===== src/hw/rtl/eert_pkg.sv =====
// Shared types and constants for the echo edge range tracker.
// Used by eert_state, eert_dist and echo_edge_range_tracker; no dependencies.
`default_nettype none

package eert_pkg;

   // field widths
   localparam int TIMER_W = 16;
   localparam int DIST_W  = 14;
   localparam int CODE_W  = 3;
   localparam int PHASE_W = 3;

   // default timer counter width
   localparam int COUNT_WIDTH_DEF = 16;

   // cycle phases
   localparam logic [PHASE_W-1:0] PH_INIT    = 3'd0;
   localparam logic [PHASE_W-1:0] PH_TRIG    = 3'd1;
   localparam logic [PHASE_W-1:0] PH_RISEN   = 3'd2;
   localparam logic [PHASE_W-1:0] PH_DONE    = 3'd3;
   localparam logic [PHASE_W-1:0] PH_PROBLEM = 3'd4;

   // reading codes
   localparam logic [CODE_W-1:0] CODE_VALID    = 3'd0;
   localparam logic [CODE_W-1:0] CODE_NONE     = 3'd1;
   localparam logic [CODE_W-1:0] CODE_BAD_RISE = 3'd2;
   localparam logic [CODE_W-1:0] CODE_BAD_FALL = 3'd3;
   localparam logic [CODE_W-1:0] CODE_MISSED   = 3'd4;

   // distance = diff * 10 / 58 = diff * 5 / 29, saturating at DIST_MAX.
   // Any diff at or above DIFF_SAT saturates, so the multiply only sees
   // diff below 2^17, where diff * RECIP_MUL >> RECIP_SHIFT is exact.
   localparam logic [DIST_W-1:0] DIST_MAX = 14'd16383;
   localparam int DIFF_SAT    = 95028;
   localparam int DIFF_W      = 17;
   localparam int RECIP_W     = 20;
   localparam int RECIP_SHIFT = 22;
   localparam logic [RECIP_W-1:0] RECIP_MUL = 20'd723156;

   typedef struct packed {
      logic               mode;
      logic               echo_level;
      logic [TIMER_W-1:0] timer_count;
   } req_type;

   typedef struct packed {
      logic [DIST_W-1:0]  distance_mm;
      logic [CODE_W-1:0]  reading_code;
      logic [PHASE_W-1:0] cycle_phase;
   } rsp_type;

   // one tracked event on its way to the distance stage
   typedef struct packed {
      logic               fall_ok;
      logic               sat;
      logic [DIFF_W-1:0]  diff;
      logic [CODE_W-1:0]  code;
      logic [PHASE_W-1:0] phase;
   } meas_type;

endpackage

`default_nettype wire


===== src/hw/rtl/eert_state.sv =====
// Phase tracker: takes edge and tick requests, updates phase, code and rise count.
// Depends on eert_pkg; feeds one registered event record to eert_dist.
`default_nettype none

module eert_state #(
   parameter int COUNT_WIDTH = eert_pkg::COUNT_WIDTH_DEF
) (
   input  wire                logic clock,
   input  wire                logic reset,
   input  eert_pkg::req_type  req_data,
   input  wire                logic req_valid,
   output logic               req_stall,
   input  wire                logic meas_ready,
   output eert_pkg::meas_type meas,
   output logic               meas_valid
);

   localparam int EXT_W  = COUNT_WIDTH + eert_pkg::TIMER_W;
   localparam int WIDE_W = COUNT_WIDTH + eert_pkg::DIFF_W;

   logic [eert_pkg::PHASE_W-1:0] phase_ff, phase_in;
   logic [eert_pkg::CODE_W-1:0]  code_ff, code_in;
   logic [COUNT_WIDTH-1:0]       rise_ff, rise_in;
   eert_pkg::meas_type           meas_ff, meas_in;
   logic                         meas_valid_ff, meas_valid_in;

   logic                   accept;
   logic                   fall_ok;
   logic [EXT_W-1:0]       cnt_ext;
   logic [COUNT_WIDTH-1:0] cnt;
   logic [COUNT_WIDTH-1:0] diff;
   logic [WIDE_W-1:0]      diff_wide;

   // hold the request while the distance stage is full and blocked
   assign req_stall = meas_valid_ff && !meas_ready;
   assign accept    = req_valid && !req_stall;

   // timer count reduced to the counter width
   assign cnt_ext = {{COUNT_WIDTH{1'b0}}, req_data.timer_count};
   assign cnt     = cnt_ext[COUNT_WIDTH-1:0];

   // pulse width, wraps with the counter
   assign diff      = cnt - rise_ff;
   assign diff_wide = {{eert_pkg::DIFF_W{1'b0}}, diff};

   // next phase and code; an error only replaces a valid reading
   always_comb begin
      phase_in = phase_ff;
      code_in  = code_ff;
      rise_in  = rise_ff;
      fall_ok  = 1'b0;
      if (req_data.mode) begin
         if (phase_ff != eert_pkg::PH_DONE && code_ff == eert_pkg::CODE_VALID) begin
            code_in = eert_pkg::CODE_MISSED;
         end
         phase_in = eert_pkg::PH_TRIG;
      end else if (req_data.echo_level) begin
         if (phase_ff == eert_pkg::PH_TRIG) begin
            phase_in = eert_pkg::PH_RISEN;
            rise_in  = cnt;
         end else begin
            phase_in = eert_pkg::PH_PROBLEM;
            if (code_ff == eert_pkg::CODE_VALID) begin
               code_in = eert_pkg::CODE_BAD_RISE;
            end
         end
      end else begin
         if (phase_ff == eert_pkg::PH_RISEN) begin
            phase_in = eert_pkg::PH_DONE;
            code_in  = eert_pkg::CODE_VALID;
            fall_ok  = 1'b1;
         end else begin
            phase_in = eert_pkg::PH_PROBLEM;
            if (code_ff == eert_pkg::CODE_VALID) begin
               code_in = eert_pkg::CODE_BAD_FALL;
            end
         end
      end
   end

   // event record for the distance stage
   always_comb begin
      meas_in.fall_ok = fall_ok;
      meas_in.sat     = diff_wide >= WIDE_W'(eert_pkg::DIFF_SAT);
      meas_in.diff    = diff_wide[eert_pkg::DIFF_W-1:0];
      meas_in.code    = code_in;
      meas_in.phase   = phase_in;
   end

   always_comb begin
      if (accept) begin
         meas_valid_in = 1'b1;
      end else if (meas_ready) begin
         meas_valid_in = 1'b0;
      end else begin
         meas_valid_in = meas_valid_ff;
      end
   end

   // tracker state
   always_ff @(posedge clock) begin
      if (reset) begin
         phase_ff      <= eert_pkg::PH_INIT;
         code_ff       <= eert_pkg::CODE_NONE;
         rise_ff       <= '0;
         meas_valid_ff <= 1'b0;
      end else begin
         meas_valid_ff <= meas_valid_in;
         if (accept) begin
            phase_ff <= phase_in;
            code_ff  <= code_in;
            rise_ff  <= rise_in;
         end
      end
   end

   // event payload, no reset needed
   always_ff @(posedge clock) begin
      if (accept) begin
         meas_ff <= meas_in;
      end
   end

   assign meas       = meas_ff;
   assign meas_valid = meas_valid_ff;

endmodule

`default_nettype wire


===== src/hw/rtl/eert_dist.sv =====
// Distance stage: reciprocal multiply for the pulse width and the result register.
// Depends on eert_pkg; takes event records from eert_state.
`default_nettype none

module eert_dist (
   input  wire                logic clock,
   input  wire                logic reset,
   input  eert_pkg::meas_type meas,
   input  wire                logic meas_valid,
   output logic               meas_ready,
   output eert_pkg::rsp_type  rsp_data,
   output logic               rsp_valid,
   input  wire                logic rsp_stall
);

   localparam int PROD_W = eert_pkg::DIFF_W + eert_pkg::RECIP_W;

   logic [eert_pkg::DIST_W-1:0] dist_ff, dist_in;
   eert_pkg::rsp_type           rsp_ff, rsp_in;
   logic                        rsp_valid_ff, rsp_valid_in;

   logic                        take;
   logic [PROD_W-1:0]           prod;
   logic [eert_pkg::DIST_W-1:0] new_dist;

   // result register frees when empty or when its request leaves
   assign meas_ready = !rsp_valid_ff || !rsp_stall;
   assign take       = meas_valid && meas_ready;

   // diff * 5 / 29 via reciprocal, exact below the saturation point
   assign prod = {{eert_pkg::RECIP_W{1'b0}}, meas.diff}
               * {{eert_pkg::DIFF_W{1'b0}}, eert_pkg::RECIP_MUL};
   assign new_dist = meas.sat ? eert_pkg::DIST_MAX
                              : prod[eert_pkg::RECIP_SHIFT +: eert_pkg::DIST_W];

   // last valid distance, replaced only by a good fall
   assign dist_in = (take && meas.fall_ok) ? new_dist : dist_ff;

   always_comb begin
      rsp_in.distance_mm  = (meas.code == eert_pkg::CODE_VALID) ? dist_in : '0;
      rsp_in.reading_code = meas.code;
      rsp_in.cycle_phase  = meas.phase;
   end

   always_comb begin
      if (take) begin
         rsp_valid_in = 1'b1;
      end else if (!rsp_stall) begin
         rsp_valid_in = 1'b0;
      end else begin
         rsp_valid_in = rsp_valid_ff;
      end
   end

   always_ff @(posedge clock) begin
      if (reset) begin
         rsp_valid_ff <= 1'b0;
         dist_ff      <= '0;
      end else begin
         rsp_valid_ff <= rsp_valid_in;
         dist_ff      <= dist_in;
      end
   end

   always_ff @(posedge clock) begin
      if (take) begin
         rsp_ff <= rsp_in;
      end
   end

   assign rsp_data  = rsp_ff;
   assign rsp_valid = rsp_valid_ff;

endmodule

`default_nettype wire


===== src/hw/rtl/echo_edge_range_tracker.sv =====
// Echo edge range tracker, top level: phase tracker followed by distance stage.
// Pipeline: an accepted request is registered in the event register, then in the response register.
// Throughput: one request per cycle while req_stall is low; the tracker state updates on
// acceptance and the divide by 58 is one reciprocal multiply in the second stage.
// Reset: synchronous, active high; phase init, code none yet, both stages empty.
// Depends on eert_pkg, eert_state and eert_dist.
`default_nettype none

module echo_edge_range_tracker #(
   parameter int COUNT_WIDTH = eert_pkg::COUNT_WIDTH_DEF
) (
   input  wire               logic clock,
   input  wire               logic reset,
   input  eert_pkg::req_type req_data,
   input  wire               logic req_valid,
   output logic              req_stall,
   output eert_pkg::rsp_type rsp_data,
   output logic              rsp_valid,
   input  wire               logic rsp_stall
);

   eert_pkg::meas_type meas;
   logic               meas_valid;
   logic               meas_ready;

   // event tracking
   eert_state #(
      .COUNT_WIDTH(COUNT_WIDTH)
   ) u_state (
      .clock      (clock),
      .reset      (reset),
      .req_data   (req_data),
      .req_valid  (req_valid),
      .req_stall  (req_stall),
      .meas_ready (meas_ready),
      .meas       (meas),
      .meas_valid (meas_valid)
   );

   // distance and response register
   eert_dist u_dist (
      .clock      (clock),
      .reset      (reset),
      .meas       (meas),
      .meas_valid (meas_valid),
      .meas_ready (meas_ready),
      .rsp_data   (rsp_data),
      .rsp_valid  (rsp_valid),
      .rsp_stall  (rsp_stall)
   );

   // an accepted request always lands in the event register
   assert property (@(posedge clock) disable iff (reset)
      (req_valid && !req_stall) |=> meas_valid)
      else $error("accepted request did not reach the event register");

   // no distance is shown without a valid reading
   assert property (@(posedge clock) disable iff (reset)
      (rsp_valid && rsp_data.reading_code != eert_pkg::CODE_VALID)
         |-> (rsp_data.distance_mm == '0))
      else $error("distance shown with an error or empty reading");

   // a problem phase can never leave a valid reading in place
   assert property (@(posedge clock) disable iff (reset)
      (meas_valid && meas.phase == eert_pkg::PH_PROBLEM)
         |-> (meas.code != eert_pkg::CODE_VALID))
      else $error("problem phase with valid reading code");

   // a good fall, the only event that loads a fresh or saturating distance, carries a valid code and the done phase
   assert property (@(posedge clock) disable iff (reset)
      (meas_valid && meas.fall_ok)
         |-> (meas.code == eert_pkg::CODE_VALID && meas.phase == eert_pkg::PH_DONE))
      else $error("good fall without valid code and done phase");

endmodule

`default_nettype wire

===== config.mk =====
export PLATFORM = sky130hd
export DESIGN_NAME = echo_edge_range_tracker
export DESIGN_NICKNAME = d
export VERILOG_FILES = /design/src/hw/rtl/eert_pkg.sv /design/src/hw/rtl/eert_state.sv /design/src/hw/rtl/eert_dist.sv /design/src/hw/rtl/echo_edge_range_tracker.sv
export SDC_FILE = /design/constraint.sdc
export NUM_CORES = 1
export LEC_CHECK = 0
export BUFFER_PORTS_ARGS = -buffer_cell sky130_fd_sc_hd__buf_2
export CAP_MARGIN = 20
export CORE_AREA = 2 2 147 149
export CTS_BUF_LIST = sky130_fd_sc_hd__clkbuf_16
export CTS_CLUSTER_DIAMETER = 30
export CTS_CLUSTER_SIZE = 28
export DETAILED_ROUTE_END_ITERATION = 10
export DIE_AREA = 0 0 149 151
export PLACE_DENSITY_LB_ADDON = 0.25
export SLEW_MARGIN = 20
export SYNTH_ARGS = -nofsm -noshare
export SYNTH_HDL_FRONTEND = slang
export SYNTH_SLANG_ARGS = --single-unit

===== constraint.sdc =====
create_clock -name clock -period 13.75 [get_ports clock]
set_clock_uncertainty 0.1 [all_clocks]
set_input_delay 0.6875 -clock clock [delete_from_list [all_inputs] [get_ports clock]]
set_output_delay 0.6875 -clock clock [all_outputs]
set_load 0.01 [all_outputs]

# After elaboration in Yosys (flattened, before gate mapping)
# Cells that the tools add are included.
dict set report classes {
  n_lt_le_gt_ge 1
  bitwise 1
  add_sub_neg 1
  mux 18
  reduce_logical 15
  eq_ne 4
  multipliers 1
}
# op n
set ops {}
lappend ops {{$mul 16x18->34 const B} 1}
lappend ops {{$mux 3} 11}
lappend ops {{$mux 14} 2}
lappend ops {{$ge 16x17->1 const B} 1}
lappend ops {{$sub 16x16->16} 1}
lappend ops {{$logic_not 3->1} 2}
lappend ops {{$logic_and 1x1->1} 5}
lappend ops {{$mux 1} 5}
lappend ops {{$logic_not 1->1} 4}
lappend ops {{$reduce_and 4->1} 1}
lappend ops {{$eq 3x1->1 const B} 1}
lappend ops {{$eq 3x2->1 const B} 1}
lappend ops {{$ne 3x2->1 const B} 1}
lappend ops {{$ne 2x1->1 const B} 1}
lappend ops {{$reduce_bool 2->1} 1}
lappend ops {{$reduce_or 2->1} 1}
lappend ops {{$logic_or 1x1->1} 1}
lappend ops {{$not 1->1} 1}
dict set report word_totals {
  reg_bits 82
  wordCells 55
}

# Depth between registers and ports, before layout
# Gate-level depths: netlist of run 1.
dict set report logic_depth {
  ltp_word 7
  depth_mapped 21
  ltp_nobuf 21
}

# Hierarchy
# From an unflattened synthesis of run 1, not the netlist that was laid out.
dict set report unflattened {
  hier_cells 939
  hier_area_um2 8714.6
}
# mod n_inst cells_each area_each_um2 seq_area_each_um2
set modules_own_cells {}
lappend modules_own_cells {eert_dist 1 659 6179.7 900.9}
lappend modules_own_cells {eert_state 1 280 2534.9 1151.1}

# Worst setup path before layout of run 1
# OpenSTA, ideal clock, no wires.
dict set report synth_timing {
  kind {reg-to-reg}
  from {register u_state.meas_ff, in the netlist u_state.meas[17]}
  to {register u_dist.rsp_ff, in the netlist u_dist.rsp_data[8], data pin}
  path_buffers 0
  setup_ns 0.266
  arrival_time_ns 5.308
  slack_ns 8.076
  path_stages_with_launch 22
  cell_sequence {edfxtp_1 > ha_1 > inv_1 > fa_1 > inv_1 > fa_1 > inv_1 > fa_1 > inv_1 > fa_1 > inv_1 > fa_1 > inv_1 > ha_1 > and3_1 > and4_1 > nand4_1 > a31oi_4 > o21a_2 > or3_1 > a31oi_1 > nor2_1}
}
dict set report synth_between {
  elab_chain_cells 3
}
# item line_no
set synth_rtl {}
lappend synth_rtl {{from (decl)} eert_state.sv:24} ;# eert_pkg::meas_type meas_ff, meas_in;
lappend synth_rtl {{from (signal assigned)} eert_state.sv:120} ;# meas_ff <= meas_in;
lappend synth_rtl {{$mul 16x18->34} eert_dist.sv:32} ;# * {{eert_pkg::DIFF_W{1'b0}}, eert_pkg::RECIP_MUL};
lappend synth_rtl {{$mux 14} eert_dist.sv:33} ;# assign new_dist = meas.sat ? eert_pkg::DIST_MAX
lappend synth_rtl {{$mux 14} eert_dist.sv:37} ;# assign dist_in = (take && meas.fall_ok) ? new_dist : dist_ff;
lappend synth_rtl {{to (signal assigned)} eert_dist.sv:67} ;# rsp_ff <= rsp_in;
lappend synth_rtl {{to (decl)} eert_dist.sv:19} ;# eert_pkg::rsp_type rsp_ff, rsp_in;
# Every way passes these cells.
# A chain may end at the register's enable or synchronous reset.

# Worst setup path in the final report of run 1
dict set report layout_timing {
  from {register u_state.meas_ff, in the netlist u_state.meas[17]}
  to {register u_dist.rsp_ff, in the netlist u_dist.rsp_data[17], data pin}
}
# Same word-level chain as after synthesis.

==> results of run 1 <==
## path summary, 6_finish.rpt
check,to,depth (start not counted)
worst max-delay path,u_dist.rsp_data[17]$_SDFFCE_PP0P_,21
worst min-delay path,u_dist.rsp_data[2]$_DFFE_PP_,0
worst max register to register,u_dist.rsp_data[17]$_SDFFCE_PP0P_,21
worst min register to register,u_dist.rsp_data[2]$_DFFE_PP_,0
## sequential cells by signal, indices dropped and copies added (netlist names)
signal and flops:
u_state.meas 23, u_dist.rsp_data 20, u_state.rise_ff 16, u_dist.dist_ff 14
u_state.code_ff 3, u_state.phase_ff 3, u_dist.rsp_valid 1, u_state.meas_valid 1
## logic make-up after synthesis
| group | synth area share, % |
|---|---|
| muxes | 0.733 |
| xor gates and xnor gates | 2.14 |
| DFF | 25.0 |
| and+or+nand+nor | 11.4 |
| buffers and inverters | 9.08 |
| AOI/OAI and AO/OA | 10.5 |
| adders and majority gates | 41.1 |
## layout make-up
class / count / area share [%]
clock inverters: 6 / 0.872
well taps: 275 / 3.81
inverters: 182 / 7.56
multi-input cells: 582 / 59.8
repair buffers: 44 / 2.46
clock buffers: 10 / 2.77
flip-flops and latches: 81 / 22.7
## cell usage after synthesis, drive strengths merged (2+ instances only)
| cell type | number |
|---|---|
| nand4b | 2 |
| o31ai | 4 |
| nor2 | 40 |
| a31oi | 6 |
| a211o | 6 |
| xor2 | 6 |
| inv | 182 |
| a41oi | 2 |
| nor3 | 21 |
| ha | 167 |
| nand3 | 18 |
| xnor2 | 14 |
| and3 | 11 |
| a2111oi | 2 |
| nand3b | 8 |
| a21o | 11 |
| o211ai | 3 |
| or4 | 2 |
| nand2 | 62 |
| clkbuf | 15 |
| a21boi | 4 |
| o21ai | 22 |
| or3 | 5 |
| nor4 | 2 |
| nor2b | 8 |
| nor3b | 2 |
| a211oi | 3 |
| o21bai | 2 |
| o21a | 4 |
| and4 | 2 |
| a21oi | 54 |
| mux2i | 6 |
| edfxtp | 43 |
| nand4 | 5 |
| dfxtp | 38 |
| fa | 64 |
## metrics by stage
| stage | cell area, µm² | total power, W | hold WS [ns] |
|---|---|---|---|
| after floorplan | 8200 | 0.00146 | 0.300 |
| after global placement | 8710 | 0.00181 | 0.313 |
| after detailed placement | 8710 | 0.00180 | 0.313 |
| after CTS | 9040 | 0.00209 | 0.329 |
| after global routing | 9040 | 0.00233 | 0.344 |
| final | 9040 | 0.00206 | 0.327 |
## worst max-delay path, cell delays in order (launching register included)
cell and delay, ns:
edfxtp_1 0.50, ha_1 0.35, inv_1 0.05, fa_1 0.47
inv_1 0.05, fa_1 0.53, inv_1 0.05, fa_1 0.53
inv_1 0.05, fa_1 0.52, inv_1 0.06, fa_1 0.53
inv_1 0.04, ha_1 0.31, a21o_1 0.18, a22o_1 0.23
a41oi_1 0.22, nor3_1 0.10, nor3_1 0.43, nor2_1 0.18
xnor2_1 0.22, a211oi_1 0.10
## per-layer routing
metal / up-vias / global-route usage [%]
li1: 2962 / -
met1: 2664 / 20.1
met2: 64 / 26.4
met3: 15 / 3.10
met4: 0 / 3.81
met5: - / 0
## where the power goes
part           total, W  switching, W  internal (W)
logic           0.00151      0.000888      0.000623
registers      0.000293     0.0000155      0.000277
clock network  0.000260      0.000104      0.000156
==> results.md, run 1 <==
* M1 WL at 7980 µm
* Area Overhead vs Synth at 10.3%
* Initial antenna violation count at 0
* Die Wd at 149 µm
* Worst-margin pin slew at 0.967 ns
* Pre-Repair DR Iteration Count at 4
* CTS H-tree lvls at 3
* Area of the multi-input gates at 5410 µm²
* CTS Root Cell: clkbuf_16
* Placed cells at 1164
* # setup viols final at 0
* Post-Synthesis Cells at 861
* Worst setup margin at 7.63 ns
* All-Layer GR Usage at 15.4%
* FMAX at 0.163 GHz
* Ys Warns at 0
* Slew headroom at 35.5%
* Number of buffers created by CTS at 9
* Core footprint at 20800 µm²
* Reg area at 2050 µm²
* Synth Register Bits at 81
* Final Hold Fails at 0
* Critical path startpoint category: flip-flop
* CP arrival at 6.08 ns
* Status: complete, no violations
* Minimum clock period at 6.12 ns
* Max-slew violations at 0
* Synth top area cells: ha_1 25%, edfxtp_1 16%, fa_1 16%, dfxtp_1 9.3%, inv_1 8.3%
* Final GP Congestion at 0.871
* Req. time, crit path at 13.71 ns
* Via count at 5705
* # diodes at 0
* Yosys cell types at 63
* Pwr dens at 228 nW/µm²
* Synth Flop Type: edfxtp_1
* Share of layout cells above drive strength 1 at 8.07%
* Worst VDD drop at 155 µV
* Vias/cell at 4.83
* # fillers at 2091
* Met3 wire length at 465 µm
* LEAKAGE at 4.41 nW
* Top Ports at 44
* Grt ovf at 0
* Met2 WL post-DR at 7620 µm
* HPWL after DPL at 13800 µm
* EDFF count, synth at 43
* Max-cap viol count at 0
* Avg WL per Cell at 13.8 µm
* RSZ-0062 raised after global routing: false
* Syn_nets at 1114
* Worst R2R Start: u_state.meas[17]$_DFFE_PP_
* CTS tree: done
* Most frequent cells in the layout: 182 x inv_1, 167 x ha_1, 64 x fa_1, 62 x nand2_1, 53 x a21oi_1
* Detail Route Antenna Nets at 0
* Core occupancy in the finished layout at 43.4%
* Die area at 22500 µm²
* Critical path fanouts, max at 6
* Hold crit path type: reg2reg
* First-pass GRT wire length at 27500 µm
* Seq/Total Area, Yosys at 25.0%
* Row count at 53
* Die height at 151 µm
* Mapped Area at 8200 µm²
* # clock sinks at 81
* DP Worst Slack at 7.69 ns
* Setup TNS at 0 ns
* Yosys top cell by area: ha_1
* Highest metal used: met4
* Nets at 1153
* Critical Path Start: u_state.meas[17]$_DFFE_PP_
* Clock transition at path regs at 0.07 ns
* Crit Path Category: reg2reg
* Initial core utilization at 39.4%
* Vias in the first global route at 5812
* Hold-fix buffers at CTS at 0
* Routed wire length at 16300 µm
* Resized Gates After CTS at 0
* Final period util at 44.5%
* I/O Buffers at 43
* Fin cells at 1180
* Clk buf depth at 2
* Syn_area_per_cell at 9.52 µm²
* Largest net degree at the start of global routing at 46
* Initial DRC Count at 186
* Most common cell after layout, fill and taps aside: inv_1
* Post-CTS Setup Bufs at 0
* Asr flop ratio synth at 0%
* R2R setup slack at 7.63 ns
* Clk Latency, worst-skew pair at 0.35 ns
* Hold wc startpoint: u_state.meas[2]$_DFFE_PP_
* Yosys top cell area share at 25.5%
* DRC at 0
* Worst setup EP type: flip-flop
(Power assumes the default switching activity.)
==> run 2: changes to the inputs <==
==> constraint.sdc (replaced) <==
create_clock -name clock -period 6 [get_ports clock]
set_clock_uncertainty 0.1 [all_clocks]
set_input_delay 0.3 -clock clock [delete_from_list [all_inputs] [get_ports clock]]
set_output_delay 0.3 -clock clock [all_outputs]
set_load 0.01 [all_outputs]
==> run 2 against run 1 <==
Against the previous run: sequential share of layout area down 0.16 points; non-clock buffer count up 12; largest cell class unchanged; fmax up 6.2%; global-route usage up 0.11 points; first-iteration DRC count down 18%; count of clock-buffer cells in the layout down 1; critical path depth unchanged; sequential power up 130%; via count up 2.1%; largest power group unchanged.
==> results.md, run 2 (synthesis gave the netlist of run 1 again) <==
* Status: complete, no violations
* Detail Route Antenna Nets at 0
* Vias in the first global route at 5785
* Via count at 5823
* I/O Buffers at 43
* Power Total at 0.00483 W
* Hold wc startpoint: req_data[4]
* Post-CTS Setup Bufs at 0
* Core occupancy in the finished layout at 43.7%
* FMAX at 0.174 GHz
* Row count at 53
* Pre-Repair DR Iteration Count at 4
* Avg WL per Cell at 13.8 µm
* Clk buf depth at 2
* Initial core utilization at 39.4%
* Core footprint at 20800 µm²
* HPWL after DPL at 13700 µm
* Crit Path Category: reg2reg
* Max FFs per register at 23
* CTS tree: done
* Share of layout cells above drive strength 1 at 9.60%
* Initial antenna violation count at 0
* Clock transition at path regs at 0.07 ns
* Die height at 151 µm
* Most common cell on crit path: inv_1
* Worst-margin pin slew at 0.985 ns
* CP arrival at 5.87 ns
* Worst VDD drop at 338 µV
* Max-cap viol count at 0
* # diodes at 0
* Reg2Reg Depth at 21
* Nets at 1165
* Family with the most delay on the worst path: adder cells
* Dpl cell area at 8800 µm²
* Area Overhead vs Synth at 11.1%
* Buf+Inv Stages, Crit Path at 6
* DP Worst Slack at 0.105 ns
* Initial DRC Count at 152
* Final period util at 96.0%
* Routed wire length at 16400 µm
* Final Hold Fails at 0
* Final Instance Area at 9110 µm²
* Grt ovf at 0
* Clk Latency, worst-skew pair at 0.34 ns
* Req. time, crit path at 6.11 ns
* Most common cell after layout, fill and taps aside: inv_1
* Slowest-stage cell, CP: fa_1
* Hold crit path type: in2reg
* Hold path cells at 3
* DRC at 0
* Pwr dens at 530 nW/µm²
* Die Wd at 149 µm
* CTS H-tree lvls at 3
* Max incr delay on CP at 0.54 ns
* Die area at 22500 µm²
* Max-slew violations at 0
* Critical path startpoint category: flip-flop
* Worst setup margin at 0.240 ns
* # clock sinks at 81
* R2R setup slack at 0.24 ns
* LEAKAGE at 4.45 nW
* Worst setup EP type: flip-flop
* Final GP Congestion at 0.854
* Hold Path Sink: u_state.rise_ff[4]$_SDFFE_PP0P_
* # setup viols final at 0
* Largest net degree at the start of global routing at 46
* Reg2reg end: u_dist.rsp_data[15]$_SDFFCE_PP0P_
* Minimum clock period at 5.76 ns
* Critical path fanouts, max at 5
* CTS Root Cell: clkbuf_16
* Number of buffers created by CTS at 9
* Most frequent cells in the layout: 184 x inv_1, 166 x ha_1, 64 x fa_1, 62 x nand2_1, 53 x a21oi_1
* CP Cell Sequence: ha_1 > inv_1 > fa_1 > inv_1 > fa_1 > inv_1 > fa_1 > inv_1 > fa_1 > inv_1 > fa_1 > inv_1 > ha_4 > and3_4 > and4_1 > nand4_1 > a31oi_4 > o21a_4 > a21oi_2 > or4_1 > nand3_1
* Vias/cell at 4.89
* Slew headroom at 34.3%
* Setup TNS at 0 ns
* All-Layer GR Usage at 15.5%
* First-pass GRT wire length at 27700 µm
* Worst R2R Start: u_state.meas[18]$_DFFE_PP_
* Top Ports at 44
[run 2: changes by cell type in the layout (fill, tap and decap cells not counted), moves of 2 or more]
cell	change
buf_4	+12
inv_1	+2
inv_8	-2
nor3_1	-3
nor3_2	+3
[run 2: worst register-to-register path, cell delays in order (launching register included)]
cell,delay [ns]
edfxtp_1,0.39
ha_1,0.32
inv_1,0.05
fa_1,0.47
inv_1,0.05
fa_1,0.53
inv_1,0.06
fa_1,0.54
inv_1,0.06
fa_1,0.53
inv_1,0.05
fa_1,0.53
inv_1,0.06
ha_4,0.27
and3_4,0.19
and4_1,0.22
nand4_1,0.18
a31oi_4,0.34
o21a_4,0.18
a21oi_2,0.06
or4_1,0.39
nand3_1,0.07
[run 2: worst max-delay path by stage]
stage	startpoint	endpoint	slack (ns)	depth (start not counted)
after floorplan	u_state.meas[17]$_DFFE_PP_	u_dist.rsp_data[8]$_SDFFCE_PP0P_	0.33	21
after global placement	u_state.meas[17]$_DFFE_PP_	u_dist.rsp_data[17]$_SDFFCE_PP0P_	0.14	21
after global routing	u_state.meas[18]$_DFFE_PP_	u_dist.rsp_data[15]$_SDFFCE_PP0P_	-0.001	21
final	u_state.meas[18]$_DFFE_PP_	u_dist.rsp_data[15]$_SDFFCE_PP0P_	0.24	21
after CTS	u_state.meas[17]$_DFFE_PP_	u_dist.rsp_data[17]$_SDFFCE_PP0P_	0.08	21
after detailed placement	u_state.meas[17]$_DFFE_PP_	u_dist.rsp_data[17]$_SDFFCE_PP0P_	0.11	21
[run 2: power by group]
group          total (W)  switching, W  internal, W
clock network   0.000509      0.000232     0.000278
registers       0.000662     0.0000273     0.000635
logic            0.00365       0.00213      0.00152
[run 2: cell type report]
| cell class | count | area, µm² |
|---|---|---|
| Fill cell | 2100 | 11700 |
| Multi-Input combinational cell | 582 | 5450 |
| Sequential cell | 81 | 2050 |
| Inverter | 182 | 683 |
| Tap cell | 275 | 344 |
| Timing Repair Buffer | 56 | 313 |
| Clock buffer | 9 | 225 |
| Clock inverter | 7 | 40.0 |
[run 2: metrics by stage]
| stage | instances | hold slack (ns) |
|---|---|---|
| floorplan | 861 | 0.300 |
| global placement | 1176 | 0.310 |
| finish | 1192 | 0.104 |
| global route | 1192 | 0.106 |
| detailed placement | 1176 | 0.311 |
| CTS | 1192 | 0.0863 |
[run 2: what timing repair did]
item,4_1_cts,5_1_grt
hold buffers,0,0
gates resized for setup,0,6
setup endpoints to repair,0,9
endpoints found under the hold margin,0,0
[run 2: layer usage]
layer / up-vias / wire [µm] / GRT usage (%)
li1: 2989 / - / -
met1: 2710 / 7750 / 20.1
met2: 101 / 7670 / 26.3
met3: 23 / 601 / 2.71
met4: 0 / 397 / 5.38
met5: - / 0 / 0
==> run 3: changes to the inputs <==
--- a/config.mk
+++ b/config.mk
@@ -14,7 +14,6 @@
 export DETAILED_ROUTE_END_ITERATION = 10
 export DIE_AREA = 0 0 149 151
 export PLACE_DENSITY_LB_ADDON = 0.25
-export SLEW_MARGIN = 20
 export SYNTH_ARGS = -nofsm -noshare
 export SYNTH_HDL_FRONTEND = slang
 export SYNTH_SLANG_ARGS = --single-unit
==> constraint.sdc (replaced) <==
create_clock -name clock -period 6.2 [get_ports clock]
set_clock_uncertainty 0.1 [all_clocks]
set_input_delay 1.24 -clock clock [delete_from_list [all_inputs] [get_ports clock]]
set_output_delay 1.24 -clock clock [all_outputs]
set_load 0.01 [all_outputs]
==> run 3 against run 2 <==
Against the previous run: worst setup slack improved by 0.029 ns; critical path depth unchanged; routed wire length shrank 0.32%; non-clock buffer count decreased by 6; sequential power decreased by 3%; first-iteration DRC count is 3.3% higher; hold slack improved by 0.23 ns; register-to-register slack better by 0.03 ns; cell area decreased by 0.51%; combinational power shrank 7.4%; critical path type unchanged; largest power group unchanged.
==> results.md, run 3 (synthesis gave the netlist of run 1 again) <==
* Status: complete, no violations
* Resized Gates After CTS at 0
* Die height at 151 µm
* CP arrival at 5.94 ns
* Share of layout cells above drive strength 1 at 8.78%
* R2R setup slack at 0.27 ns
* Initial DRC Count at 157
* Pwr dens at 503 nW/µm²
* Clock transition at path regs at 0.07 ns
* CTS Root Cell: clkbuf_16
* Psw at 0.00225 W
* GR peak layer: met2
* M2 GR Usage at 26.4%
* Row count at 53
* LEAKAGE at 4.42 nW
* Register share of total power at 14.2%
* RSZ-0062 raised after global routing: false
* Clock Power Share at 11.6%
* Sw Share at 49.4%
* Final period util at 95.7%
* GR Util met1 at 21.1%
* Crit Path Category: reg2reg
* Detail Route Antenna Nets at 0
* Die Wd at 149 µm
* Met3 GRT Util at 2.23%
* Most frequent cells in the layout: 182 x inv_1, 167 x ha_1, 64 x fa_1, 62 x nand2_1, 53 x a21oi_1
* Grt ovf at 0
* Max-cap viol count at 0
* First-pass GRT wire length at 27900 µm
* Final GP Congestion at 0.896
* Pre-Repair DR Iteration Count at 4
* Combinational power share at 74.2%
* Area Overhead vs Synth at 10.5%
* Most common cell on crit path: inv_1
* Clk buf depth at 2
* # setup viols final at 0
* Hold-fix buffers at CTS at 0
* Req. time, crit path at 6.20 ns
* Vias/cell at 4.80
* Hold crit path type: reg2reg
* Hold Path Sink: u_dist.rsp_data[2]$_DFFE_PP_
* Die area at 22500 µm²
* I/O Buffers at 43
* HPWL after DPL at 13800 µm
* Vias in the first global route at 5736
* Nets at 1159
* Max incr delay on CP at 0.53 ns
* Slew headroom at 35.0%
* # fillers at 2127
* Pint at 0.00230 W
* Routed wire length at 16400 µm
* Worst-margin pin slew at 0.975 ns
* Max FFs per register at 23
* CP Cell Sequence: ha_1 > inv_1 > fa_1 > inv_1 > fa_1 > inv_1 > fa_1 > inv_1 > fa_1 > inv_1 > fa_1 > inv_1 > ha_1 > and3_1 > and4_1 > nand2_1 > a21oi_1 > nor3_2 > o31ai_2 > mux2i_1 > nand2_1
* Critical path fanouts, max at 4
* # diodes at 0
* Via count at 5687
* DRC at 0
* Initial antenna violation count at 0
* Top Ports at 44
* Worst R2R Start: u_state.meas[18]$_DFFE_PP_
* Clk Latency, worst-skew pair at 0.36 ns
* Placed cells at 1169
* Core footprint at 20800 µm²
* Minimum clock period at 5.93 ns
* Fin cells at 1186
* Final Hold Fails at 0
* Core occupancy in the finished layout at 43.5%
* Critical path startpoint category: flip-flop
* All-Layer GR Usage at 15.7%
* Reg2reg end: u_dist.rsp_data[19]$_SDFFCE_PP0P_
* Most common cell after layout, fill and taps aside: inv_1
* Reg2Reg Depth at 21
* Slowest-stage cell, CP: fa_1
* Max-slew violations at 0
* CTS H-tree lvls at 3
* CTS tree: done
* Worst setup EP type: flip-flop
* Worst VDD drop at 259 µV
* Largest net degree at the start of global routing at 46
* FMAX at 0.169 GHz
* Number of buffers created by CTS at 9
* Initial core utilization at 39.4%
* Setup TNS at 0 ns
* Hold wc startpoint: u_state.meas[2]$_DFFE_PP_
* Avg WL per Cell at 13.8 µm
* Hold path cells at 0
* Post-CTS Setup Bufs at 0
* # clock sinks at 81
==> run 3: power by group through the flow <==
stage          logic [W]  registers (W)  clock network, W
2_1_floorplan    0.00258       0.000652                 0
3_3_place_gp     0.00335       0.000655                 0
3_5_place_dp     0.00335       0.000657                 0
4_1_cts          0.00339       0.000646          0.000545
5_1_grt          0.00392       0.000651          0.000562
6_report         0.00338       0.000645          0.000528
==> run 3: area by class of cell <==
type / count / area, µm² / share of cell area [%]
repair buffers: 50 / 272 / 3.00
clock buffers: 10 / 250 / 2.76
clock inverters: 6 / 45.0 / 0.497
flip-flops and latches: 81 / 2050 / 22.6
inverters: 182 / 683 / 7.54
well taps: 275 / 344 / 3.80
multi-input cells: 582 / 5420 / 59.8
==> run 3: worst max-delay path: cells and delay by family, from the launching register on <==
kind            cells  cell delay [ns]
mux                 1             0.22
fa+ha+maj           7             3.24
buf+inv             6             0.31
compound gates      2             0.67
simple gates        5             0.69
flops               1             0.44
==> run 3: how the worst max path moves through the flow <==
stage                                    start                                end  slack [ns]
detailed placement  u_state.meas[18]$_DFFE_PP_  u_dist.rsp_data[17]$_SDFFCE_PP0P_        0.21
global route        u_state.meas[18]$_DFFE_PP_  u_dist.rsp_data[19]$_SDFFCE_PP0P_        0.01
floorplan           u_state.meas[17]$_DFFE_PP_   u_dist.rsp_data[8]$_SDFFCE_PP0P_        0.53
CTS                 u_state.meas[18]$_DFFE_PP_  u_dist.rsp_data[17]$_SDFFCE_PP0P_        0.17
global placement    u_state.meas[18]$_DFFE_PP_  u_dist.rsp_data[17]$_SDFFCE_PP0P_        0.29
finish              u_state.meas[18]$_DFFE_PP_  u_dist.rsp_data[19]$_SDFFCE_PP0P_        0.27
==> run 3: through the flow <==
stage	cell area [µm²]	total power, W	worst slack [ns]	hold slack (ns)
after detailed placement	8740	0.00400	0.205	0.313
after global routing	9060	0.00513	0.0101	0.348
after CTS	9040	0.00458	0.166	0.328
final	9060	0.00455	0.269	0.329
after floorplan	8200	0.00323	0.526	0.300
after global placement	8740	0.00400	0.288	0.314
==> run 3: layer usage <==
metal | up-vias | share of wire, %
li1 | 2966 | -
met1 | 2644 | 49
met2 | 63 | 47
met3 | 14 | 1.9
met4 | 0 | 1.5
met5 | - | 0
